`src/rtl/fcc_pkg.sv`:
```
// ----------------------------------------------------------------------------
// fcc_pkg
// Types and constants of the frame column centroid block.
// ----------------------------------------------------------------------------
package fcc_pkg;

   localparam int FRAME_WIDTH_DEFAULT = 320;
   localparam int PIXEL_W             = 8;
   localparam int TOTAL_W             = 23;
   localparam int SUM_W               = 32;
   localparam int OFFSET_W            = 9;
   localparam int QUEUE_DEPTH         = 2;

   localparam int OFFSET_MIN = -256;
   localparam int OFFSET_MAX = 255;

   localparam logic signed [OFFSET_W-1:0] NO_DOT = -9'sd200;

   typedef struct packed {
      logic [SUM_W-1:0]   weighted_sum;
      logic [TOTAL_W-1:0] weight_total;
   } frame_sums_type;

   typedef struct packed {
      logic full;
      logic empty;
   } queue_status_type;

   typedef enum logic [1:0] {
      BACK_IDLE,
      BACK_DIVIDE,
      BACK_DONE
   } back_state_type;

endpackage

```
`src/rtl/frame_column_centroid.sv`:
```
// A frame_end beat reaches rsp_tvalid via queue, divide steps and output register.
// Throughput: one pixel beat per cycle; req_tready drops only while two frames
//   wait for the divider, which produces one quotient bit per cycle.
// Reset: synchronous, active high; clears column counter, sums, queue and output valid.
// ----------------------------------------------------------------------------
// frame_column_centroid
// Horizontal intensity-weighted centroid of a pixel stream, one result per frame.
// ----------------------------------------------------------------------------
module frame_column_centroid #(
   parameter int FRAME_WIDTH = fcc_pkg::FRAME_WIDTH_DEFAULT
) (
   input  logic        clock,
   input  logic        reset,
   input  logic        req_tvalid,
   output logic        req_tready,
   input  logic [7:0]  req_tdata,   // [7:0] pixel
   input  logic        req_tlast,   // frame_end
   output logic        rsp_tvalid,
   input  logic        rsp_tready,
   output logic [15:0] rsp_tdata,   // [8:0] offset (signed), [15:9] zero
   output logic        rsp_tuser    // [0] found
);

   fcc_pkg::queue_status_type q_status;
   fcc_pkg::frame_sums_type   push_data;
   fcc_pkg::frame_sums_type   pop_data;
   logic                      push;
   logic                      pop;
   logic signed [fcc_pkg::OFFSET_W-1:0] offset;

   fcc_front #(
      .FRAME_WIDTH (FRAME_WIDTH)
   ) u_front (
      .clock     (clock),
      .reset     (reset),
      .in_valid  (req_tvalid),
      .in_ready  (req_tready),
      .pixel     (req_tdata),
      .frame_end (req_tlast),
      .q_status  (q_status),
      .push      (push),
      .push_data (push_data)
   );

   fcc_queue u_queue (
      .clock     (clock),
      .reset     (reset),
      .push      (push),
      .push_data (push_data),
      .pop       (pop),
      .pop_data  (pop_data),
      .q_status  (q_status)
   );

   fcc_back #(
      .FRAME_WIDTH (FRAME_WIDTH)
   ) u_back (
      .clock     (clock),
      .reset     (reset),
      .q_status  (q_status),
      .pop_data  (pop_data),
      .pop       (pop),
      .out_valid (rsp_tvalid),
      .out_ready (rsp_tready),
      .offset    (offset),
      .found     (rsp_tuser)
   );

   assign rsp_tdata = {7'b0, offset};

endmodule

```
`src/rtl/fcc_front.sv`:
```
// ----------------------------------------------------------------------------
// fcc_front
// Pixel accumulator: column counter, total weight, column-weighted sum.
// ----------------------------------------------------------------------------
module fcc_front #(
   parameter int FRAME_WIDTH = fcc_pkg::FRAME_WIDTH_DEFAULT
) (
   input  logic                         clock,
   input  logic                         reset,
   input  logic                         in_valid,
   output logic                         in_ready,
   input  logic [fcc_pkg::PIXEL_W-1:0]  pixel,
   input  logic                         frame_end,
   input  fcc_pkg::queue_status_type    q_status,
   output logic                         push,
   output fcc_pkg::frame_sums_type      push_data
);

   localparam int ColW  = (FRAME_WIDTH > 2) ? $clog2(FRAME_WIDTH) : 1;
   localparam int ProdW = ColW + fcc_pkg::PIXEL_W;

   logic [ColW-1:0]              column_ff, column_in;
   logic [fcc_pkg::TOTAL_W-1:0]  total_ff, total_in;
   logic [fcc_pkg::SUM_W-1:0]    sum_ff, sum_in;

   logic                         accept;
   logic [ColW:0]                column_inc;
   logic [ProdW-1:0]             product;
   logic [fcc_pkg::TOTAL_W:0]    total_add;
   logic [fcc_pkg::SUM_W:0]      sum_add;
   logic [fcc_pkg::TOTAL_W-1:0]  total_sat;
   logic [fcc_pkg::SUM_W-1:0]    sum_sat;

   assign in_ready = !q_status.full;
   assign accept   = in_valid && in_ready;

   always_comb begin
      column_inc = {1'b0, column_ff} + (ColW+1)'(1);
      product    = ProdW'(column_ff) * ProdW'(pixel);
      total_add  = {1'b0, total_ff} + (fcc_pkg::TOTAL_W+1)'(pixel);
      sum_add    = {1'b0, sum_ff} + (fcc_pkg::SUM_W+1)'(product);
      total_sat  = total_add[fcc_pkg::TOTAL_W] ? '1 : total_add[fcc_pkg::TOTAL_W-1:0];
      sum_sat    = sum_add[fcc_pkg::SUM_W] ? '1 : sum_add[fcc_pkg::SUM_W-1:0];

      push                   = accept && frame_end;
      push_data.weight_total = total_sat;
      push_data.weighted_sum = sum_sat;

      column_in = column_ff;
      total_in  = total_ff;
      sum_in    = sum_ff;
      if (accept) begin
         if (frame_end) begin
            column_in = '0;
            total_in  = '0;
            sum_in    = '0;
         end else begin
            column_in = (column_inc >= (ColW+1)'(FRAME_WIDTH)) ? '0 : column_inc[ColW-1:0];
            total_in  = total_sat;
            sum_in    = sum_sat;
         end
      end
   end

   always_ff @(posedge clock) begin
      if (reset) begin
         column_ff <= '0;
         total_ff  <= '0;
         sum_ff    <= '0;
      end else begin
         column_ff <= column_in;
         total_ff  <= total_in;
         sum_ff    <= sum_in;
      end
   end

endmodule

```
`src/rtl/fcc_queue.sv`:
```
// ----------------------------------------------------------------------------
// fcc_queue
// Short FIFO of finished frame sums between accumulator and divider.
// ----------------------------------------------------------------------------
module fcc_queue (
   input  logic                       clock,
   input  logic                       reset,
   input  logic                       push,
   input  fcc_pkg::frame_sums_type    push_data,
   input  logic                       pop,
   output fcc_pkg::frame_sums_type    pop_data,
   output fcc_pkg::queue_status_type  q_status
);

   localparam int Depth = fcc_pkg::QUEUE_DEPTH;
   localparam int PtrW  = (Depth > 2) ? $clog2(Depth) : 1;
   localparam int CntW  = $clog2(Depth + 1);

   fcc_pkg::frame_sums_type entry_ff [Depth];
   logic [PtrW-1:0] wr_ptr_ff, wr_ptr_in;
   logic [PtrW-1:0] rd_ptr_ff, rd_ptr_in;
   logic [CntW-1:0] count_ff, count_in;

   logic do_push, do_pop;

   assign q_status.full  = (count_ff == CntW'(Depth));
   assign q_status.empty = (count_ff == '0);
   assign pop_data       = entry_ff[rd_ptr_ff];

   always_comb begin
      do_push   = push && !q_status.full;
      do_pop    = pop && !q_status.empty;
      wr_ptr_in = wr_ptr_ff;
      rd_ptr_in = rd_ptr_ff;
      count_in  = count_ff;
      if (do_push) begin
         wr_ptr_in = (wr_ptr_ff == PtrW'(Depth - 1)) ? '0 : wr_ptr_ff + PtrW'(1);
      end
      if (do_pop) begin
         rd_ptr_in = (rd_ptr_ff == PtrW'(Depth - 1)) ? '0 : rd_ptr_ff + PtrW'(1);
      end
      if (do_push && !do_pop) begin
         count_in = count_ff + CntW'(1);
      end else if (do_pop && !do_push) begin
         count_in = count_ff - CntW'(1);
      end
   end

   always_ff @(posedge clock) begin
      if (reset) begin
         wr_ptr_ff <= '0;
         rd_ptr_ff <= '0;
         count_ff  <= '0;
      end else begin
         wr_ptr_ff <= wr_ptr_in;
         rd_ptr_ff <= rd_ptr_in;
         count_ff  <= count_in;
      end
   end

   always_ff @(posedge clock) begin
      if (do_push) begin
         entry_ff[wr_ptr_ff] <= push_data;
      end
   end

endmodule

```
`src/rtl/fcc_back.sv`:
```
// ----------------------------------------------------------------------------
// fcc_back
// Radix-2 restoring divider, offset from center, clamp, no-dot code for empty frames, output register.
// ----------------------------------------------------------------------------
module fcc_back #(
   parameter int FRAME_WIDTH = fcc_pkg::FRAME_WIDTH_DEFAULT
) (
   input  logic                                clock,
   input  logic                                reset,
   input  fcc_pkg::queue_status_type           q_status,
   input  fcc_pkg::frame_sums_type             pop_data,
   output logic                                pop,
   output logic                                out_valid,
   input  logic                                out_ready,
   output logic signed [fcc_pkg::OFFSET_W-1:0] offset,
   output logic                                found
);

   localparam int SumW  = fcc_pkg::SUM_W;
   localparam int TotW  = fcc_pkg::TOTAL_W;
   localparam int DiffW = SumW + 2;
   localparam int CntW  = $clog2(SumW);

   localparam logic signed [DiffW-1:0] HalfWidth = DiffW'(FRAME_WIDTH / 2);
   localparam logic signed [DiffW-1:0] OffLo     = DiffW'(fcc_pkg::OFFSET_MIN);
   localparam logic signed [DiffW-1:0] OffHi     = DiffW'(fcc_pkg::OFFSET_MAX);

   fcc_pkg::back_state_type state_ff, state_in;

   logic [SumW-1:0]  dvd_ff, dvd_in;
   logic [TotW-1:0]  dvs_ff, dvs_in;
   logic [TotW-1:0]  rem_ff, rem_in;
   logic [CntW-1:0]  cnt_ff, cnt_in;
   logic             zero_ff, zero_in;
   logic             valid_ff, valid_in;
   logic signed [fcc_pkg::OFFSET_W-1:0] offset_ff, offset_in;
   logic             found_ff, found_in;

   logic [TotW:0]           rem_shift;
   logic signed [DiffW-1:0] diff;
   logic signed [fcc_pkg::OFFSET_W-1:0] clamped;

   assign out_valid = valid_ff;
   assign offset    = offset_ff;
   assign found     = found_ff;

   always_ff @(posedge clock) begin
      if (reset) begin
         state_ff <= fcc_pkg::BACK_IDLE;
         valid_ff <= 1'b0;
      end else begin
         state_ff <= state_in;
         valid_ff <= valid_in;
      end
   end

   always_ff @(posedge clock) begin
      dvd_ff    <= dvd_in;
      dvs_ff    <= dvs_in;
      rem_ff    <= rem_in;
      cnt_ff    <= cnt_in;
      zero_ff   <= zero_in;
      offset_ff <= offset_in;
      found_ff  <= found_in;
   end

   always_comb begin
      state_in  = state_ff;
      dvd_in    = dvd_ff;
      dvs_in    = dvs_ff;
      rem_in    = rem_ff;
      cnt_in    = cnt_ff;
      zero_in   = zero_ff;
      valid_in  = valid_ff && !out_ready;
      offset_in = offset_ff;
      found_in  = found_ff;
      pop       = 1'b0;

      rem_shift = {rem_ff, dvd_ff[SumW-1]};
      diff      = HalfWidth - DiffW'({2'b00, dvd_ff});
      if (diff < OffLo) begin
         clamped = fcc_pkg::OFFSET_W'(fcc_pkg::OFFSET_MIN);
      end else if (diff > OffHi) begin
         clamped = fcc_pkg::OFFSET_W'(fcc_pkg::OFFSET_MAX);
      end else begin
         clamped = diff[fcc_pkg::OFFSET_W-1:0];
      end

      case (state_ff)
         fcc_pkg::BACK_IDLE: begin
            if (!q_status.empty) begin
               pop      = 1'b1;
               dvd_in   = pop_data.weighted_sum;
               dvs_in   = pop_data.weight_total;
               zero_in  = (pop_data.weight_total == '0);
               rem_in   = '0;
               cnt_in   = '0;
               state_in = fcc_pkg::BACK_DIVIDE;
            end
         end
         fcc_pkg::BACK_DIVIDE: begin
            if (rem_shift >= {1'b0, dvs_ff}) begin
               rem_in = TotW'(rem_shift - {1'b0, dvs_ff});
               dvd_in = {dvd_ff[SumW-2:0], 1'b1};
            end else begin
               rem_in = rem_shift[TotW-1:0];
               dvd_in = {dvd_ff[SumW-2:0], 1'b0};
            end
            cnt_in = cnt_ff + CntW'(1);
            if (cnt_ff == CntW'(SumW - 1)) begin
               state_in = fcc_pkg::BACK_DONE;
            end
         end
         fcc_pkg::BACK_DONE: begin
            if (!valid_ff || out_ready) begin
               valid_in  = 1'b1;
               offset_in = zero_ff ? fcc_pkg::NO_DOT : clamped;
               found_in  = !zero_ff;
               state_in  = fcc_pkg::BACK_IDLE;
            end
         end
         default: begin
            state_in = fcc_pkg::BACK_IDLE;
         end
      endcase
   end

endmodule

```
`config.mk`:
```
export PLATFORM = sky130hd
export DESIGN_NAME = frame_column_centroid
export DESIGN_NICKNAME = d
export VERILOG_FILES = /design/src/rtl/fcc_pkg.sv /design/src/rtl/frame_column_centroid.sv /design/src/rtl/fcc_front.sv /design/src/rtl/fcc_queue.sv /design/src/rtl/fcc_back.sv
export SDC_FILE = /design/constraint.sdc
export NUM_CORES = 1
export LEC_CHECK = 0
export ABC_AREA = 0
export BUFFER_PORTS_ARGS = -buffer_cell sky130_fd_sc_hd__buf_2
export CORE_MARGIN = 10
export CORE_UTILIZATION = 30
export DETAILED_ROUTE_END_ITERATION = 8
export GPL_TIMING_DRIVEN = 0
export PLACE_DENSITY = 0.53
export REMOVE_ABC_BUFFERS = 1
export SLEW_MARGIN = 10
export SYNTH_ARGS = -nofsm -noshare
export SYNTH_HDL_FRONTEND = slang
export SYNTH_HIERARCHICAL = 1
export SYNTH_SLANG_ARGS = --single-unit
```
`constraint.sdc`:
```
create_clock -name clock -period 5.27 [get_ports clock]
set_input_delay 0.2635 -clock clock [delete_from_list [all_inputs] [get_ports clock]]
set_output_delay 0.2635 -clock clock [all_outputs]
set_load 0.02 [all_outputs]
```
* Word-level counts from Yosys, hierarchy flattened
Memories as Yosys holds them, arrays and structs flattened. A register that Yosys moved wholly into a read port is not among the register bits.
Index checks and enable logic that the tools add are counted.
** Operators by class
- Add/sub/neg operators :: 10
- Multipliers :: 1
- Magnitude comparators :: 4
- Equality and inequality tests :: 7
- Multiplexer cells :: 32
- Bitwise gates (word level) :: 1
- Reduce and logical (&&, ||, !) cells :: 25
** Operator list (count)
- $mux W32 :: 3
- $mux W23 :: 4
- $pmux W32 S2 :: 1
- $pmux W23 S2 :: 1
- $gt A34 B9 Y1 const B :: 1
- $lt A34 B9 Y1 const B :: 1
- $add A32 B17 Y33 :: 1
- $sub A8 B32 Y33 const A :: 1
- $mux W9 :: 3
- $add A23 B8 Y24 :: 1
- $ge A24 B23 Y1 :: 1
- $logic_not A23 Y1 :: 1
- $sub A23 B23 Y23 :: 1
- $mul A9 B8 Y17 :: 1
- $mux W1 :: 11
- $add A9 B1 Y10 const B :: 1
- $ge A10 B9 Y1 const B :: 1
- $mux W2 :: 5
- $pmux W5 S2 :: 1
- $logic_and A1 B1 Y1 :: 7
- $logic_not A1 Y1 :: 7
- $mux W6 :: 1
- $pmux W2 S3 :: 1
- $reduce_and A2 Y1 :: 3
- 16 further kinds :: 21
** Storage, ports and cells
- Register bits after elaboration :: 165
- Memory bits (writable) :: 110
- Output and inout port bits :: 19
- Word-level logic and storage cells :: 97
- Memories :: 1
** Memory list
- u_queue.entry_ff :: words 2, bits a word 55, read ports 1, clocked after memory_dff 1, write ports 1, line fcc_queue.sv:19 : fcc_pkg::frame_sums_type entry_ff [Depth];

* Logic depth before layout (Yosys ltp)
- Word-level depth :: 9
- Mapped depth :: 21
- Gate-level depth less buffers :: 18

* By module
The synthesis kept the hierarchy.
** By module, submodules not included
- fcc_front :: times used 1, cells each 861, area each 6969.2 um^2
- fcc_back :: times used 1, cells each 629, area each 6037.0 um^2
- fcc_queue :: times used 1, cells each 196, area each 4182.8 um^2
- frame_column_centroid :: times used 1, cells each 8, area each 56.3 um^2

* Least setup slack after synthesis
No wires, ideal clock.
- Path kind :: reg-to-reg
- Start :: register u_front.column_ff[5]
- End :: memory u_queue/entry_ff[0][50] in the netlist's numbering (data pin)
- Arrival time :: 4.668 ns
- Slack :: 0.336 ns
- Cell stages (with the launch flop) :: 17
- Buffers on the path :: 1
- Cell sequence :: dfxtp_1 clkbuf_1 nand2_1 fa_1 inv_1 fa_1 inv_1 fa_1 fa_1 inv_1 ha_1 a21oi_1 a311oi_2 o31ai_4 a21o_1 nor4_1 mux2_1
** RTL lines
- start, declared :: line fcc_front.sv:22 : logic [ColW-1:0] column_ff, column_in;
- start signal, assigned :: line fcc_front.sv:71 : column_ff <= column_in;
- end, declared :: line fcc_queue.sv:19

==> impl_metrics.tcl <==
set metrics [dict create \
    syn2layout_area_growth_pct 12.0 \
    clockRootBuffer "clkbuf_16" \
    multiInputGateArea_um2 8800 \
    mostFrequentLayoutCell "edfxtp_1" \
    ctsHtreeMaxLevel 1 \
    io_pins 32 \
    hold_class "input port to register" \
    async_flop_share 0 \
    synth_area_per_cell_um2 10.2 \
    cts_tree "done" \
    switching_share 0.366 \
    status "finished, final reports clean" \
    r2r-end "u_queue/entry_ff[1][51]" \
    rrSetupSlack_ps 200 \
    critPathRequiredTime_ps 5630 \
    antenna_found_initial 5 \
    fin_crit_sh 0.961 \
    clock_path_buffers 3 \
    track_usage 0.116 \
    max-cap-violations 0 \
    path_clk_slew_ps 70 \
    gp_congestion 0.880 \
    fp.dieW_um 260 \
    fin_skew_ps 28.9 \
    power.leakage_nw 7.70 \
    drive_gt1_frac 0.127 \
    cp-start-kind "register" \
    fmax_mhz 197 \
    nets 1844 \
    hold_start "req_tlast" \
    numCtsBuffers 29 \
    holdPathEnd "u_front/sum_ff[31]" \
    combPwrFrac 0.361 \
    power.total_mw 8.77 \
    setup_viol 0 \
    grt_max_degree 56 \
    pwr-share-seq 0.396 \
    grt_pass1_wl_mm 64.7 \
    yosysWarnings 6 \
    via_per_inst 4.94 \
    powerDensity_nw_per_um2 454 \
    final_area_um2 19300 \
    routed_wl_mm 40.0 \
    fin_ws_ps 205 \
    reg2reg_depth 15 \
    drtIter0Drc 642 \
    drv_slew 0 \
    synth.distinct_cells 97 \
    clock_latency_ps 570 \
    drc 0 \
    internal_power_mw 5.56 \
    core_um2 56600 \
    drt_first_pass_iters 5 \
    ant_nets 0 \
    worstPathMaxFanout 13 \
    syn_inst 1694 \
    die-area_um2 67500 \
    final_cell_mix "edfxtp_1, nand2_1, inv_1" \
    hold_violations 0 \
    pwr-share-clk 0.242 \
    crit_type "register to register" \
    holdPathStages 3 \
    synth_edf_count 204 \
    grt_pass1_vias 12015 \
    start_util 0.305 \
    ys_ff_latch 276 \
    seqCellArea_um2 7600 \
    dpl.hpwl_mm 29.1 \
    cp.arrival_ps 5430 \
    die_y_um 260 \
    placed_area_um2 18200 \
    min_period_ps 5070 \
    ys_seq_area_frac 0.439 \
    cts_sinks 276 \
    max_slew.worst_pin.slew_ps 1280 \
    crit_path_end_kind "register" \
    power_switching_mw 3.21 \
    relSlewSlack 0.148 \
    port_buffers 24 \
    synthesis.area_um2 17200 \
    wl_per_cell_um 16.2 \
    rsz0062_at_grt "false" \
    fillCellCount 5722 \
    pre_cts_slack_ps -732 \
    reg2reg_from "u_front/column_ff[2]" \
    grt-ovfl-total 0 \
    synthFlopType "edfxtp_1" \
    peakVddDrop_uv 235 \
    num_rows 87 \
    via_count 12220 \
]
## state kept, by name (all words and copies together), names as in the netlist, named ones only
register           count
u_queue/count_ff       2
u_back/cnt_ff          5
u_front/total_ff      23
u_queue/wr_ptr_ff      1
u_queue/rd_ptr_ff      1
u_back/zero_ff         1
u_front/column_ff      9
u_back/found           1
u_back/offset          9
u_queue/entry_ff     110
u_back/dvs_ff         23
u_back/out_valid       1
u_front/sum_ff        32
u_back/state_ff        2
u_back/rem_ff         23
u_back/dvd_ff         32
## how the worst max path moves through the flow
stage / start / end / slack [ps] / cells after the start
3_5_place_dp: u_front/column_ff[6] / u_queue/entry_ff[0][54] / -730 / 14
6_report: u_front/column_ff[2] / u_queue/entry_ff[1][51] / 200 / 15
3_3_place_gp: u_queue/count_ff[0] / u_front/sum_ff[24] / -2800 / 6
2_1_floorplan: u_front/column_ff[5] / u_queue/entry_ff[0][53] / 200 / 16
4_1_cts: u_front/column_ff[6] / u_queue/entry_ff[0][50] / 40 / 15
5_1_grt: u_front/column_ff[2] / u_queue/entry_ff[1][51] / 10 / 15
## power by group through the flow
stage,clock [mW],sequential (mW),combinational (mW)
floorplan,0,3.42,2.33
global placement,0,3.56,2.97
detailed placement,0,3.52,3.17
CTS,2.19,3.48,3.20
global route,2.30,3.54,3.55
finish,2.12,3.48,3.17
## timing repair
action                                  4_1_cts  5_1_grt
endpoints found under the hold margin         1        0
hold buffers                                  1        0
resized for setup                            14       16
pin swaps                                     0        2
endpoints found under the setup margin       86       49
cloned                                        0        1
buffers inserted                              0        6
## kinds of logic after synthesis
| kind of cell | share of synthesized area |
|---|---|
| compound gates | 0.139 |
| flops | 0.439 |
| fa+ha+maj | 0.127 |
| xor+xnor | 0.0223 |
| simple gates | 0.167 |
| other cells | 0.000217 |
| buf+inv | 0.0586 |
| mux | 0.0470 |
## layer usage
metal  vias to the layer above  wire length (µm)  track usage
li1                       6069                 -            -
met1                      5904             18600        0.150
met2                       188             19100        0.197
met3                        53              1370       0.0152
met4                         6               902       0.0349
met5                         -                38            0
## per-stage QoR
stage | utilization | hold WS, ps | setup TNS, ps | cells
after global placement | 0.317 | 464 | -102640 | 2397
after CTS | 0.339 | 19.9 | 0 | 2464
final | 0.341 | 35.5 | 0 | 2473
after detailed placement | 0.321 | 463 | -40650 | 2409
after floorplan | - | 333 | 0 | 1617
after global routing | 0.341 | 33.5 | 0 | 2473
## worst max-delay path, cell delays in order (launching register included)
cell and delay (ps):
dfxtp_2 480, and2_1 200, fa_1 430, fa_1 520, fa_1 540, inv_1 50
fa_1 530, inv_1 40, ha_1 340, a21o_1 210, a31o_1 230, nor2b_1 190
o31a_4 400, and3_1 260, nand2_1 120, mux2i_2 310
## final cells by class
class,count,share of cell area
diodes,2,0.000259
clock buffers,38,0.0425
clock inverters,16,0.00939
inverters,160,0.0312
multi-input cells,1182,0.455
flip-flops and latches,276,0.393
well taps,756,0.0490
repair buffers,43,0.0187
## synthesized netlist by cell type (all sizes together) (14+ instances only)
library cell | instances | area (µm²)
nor3 | 47 | 240
nor2 | 86 | 325
o21ai | 74 | 374
inv | 160 | 601
dfxtp | 72 | 1440
xnor2 | 19 | 166
and3 | 23 | 144
o21a | 14 | 105
and2 | 49 | 307
clkbuf | 48 | 180
nor4 | 21 | 153
nand2 | 196 | 738
buf | 35 | 229
edfxtp | 204 | 6130
or3 | 15 | 98.8
nand3 | 41 | 205
a31oi | 23 | 150
nand4 | 22 | 150
a21o | 25 | 188
a211oi | 15 | 128
mux2i | 18 | 180
mux2 | 56 | 631
ha | 80 | 1000
fa | 59 | 1180
a21oi | 80 | 415
a22o | 27 | 236
xor2 | 25 | 219
No activity file was read; power rests on OpenSTA's default activity.
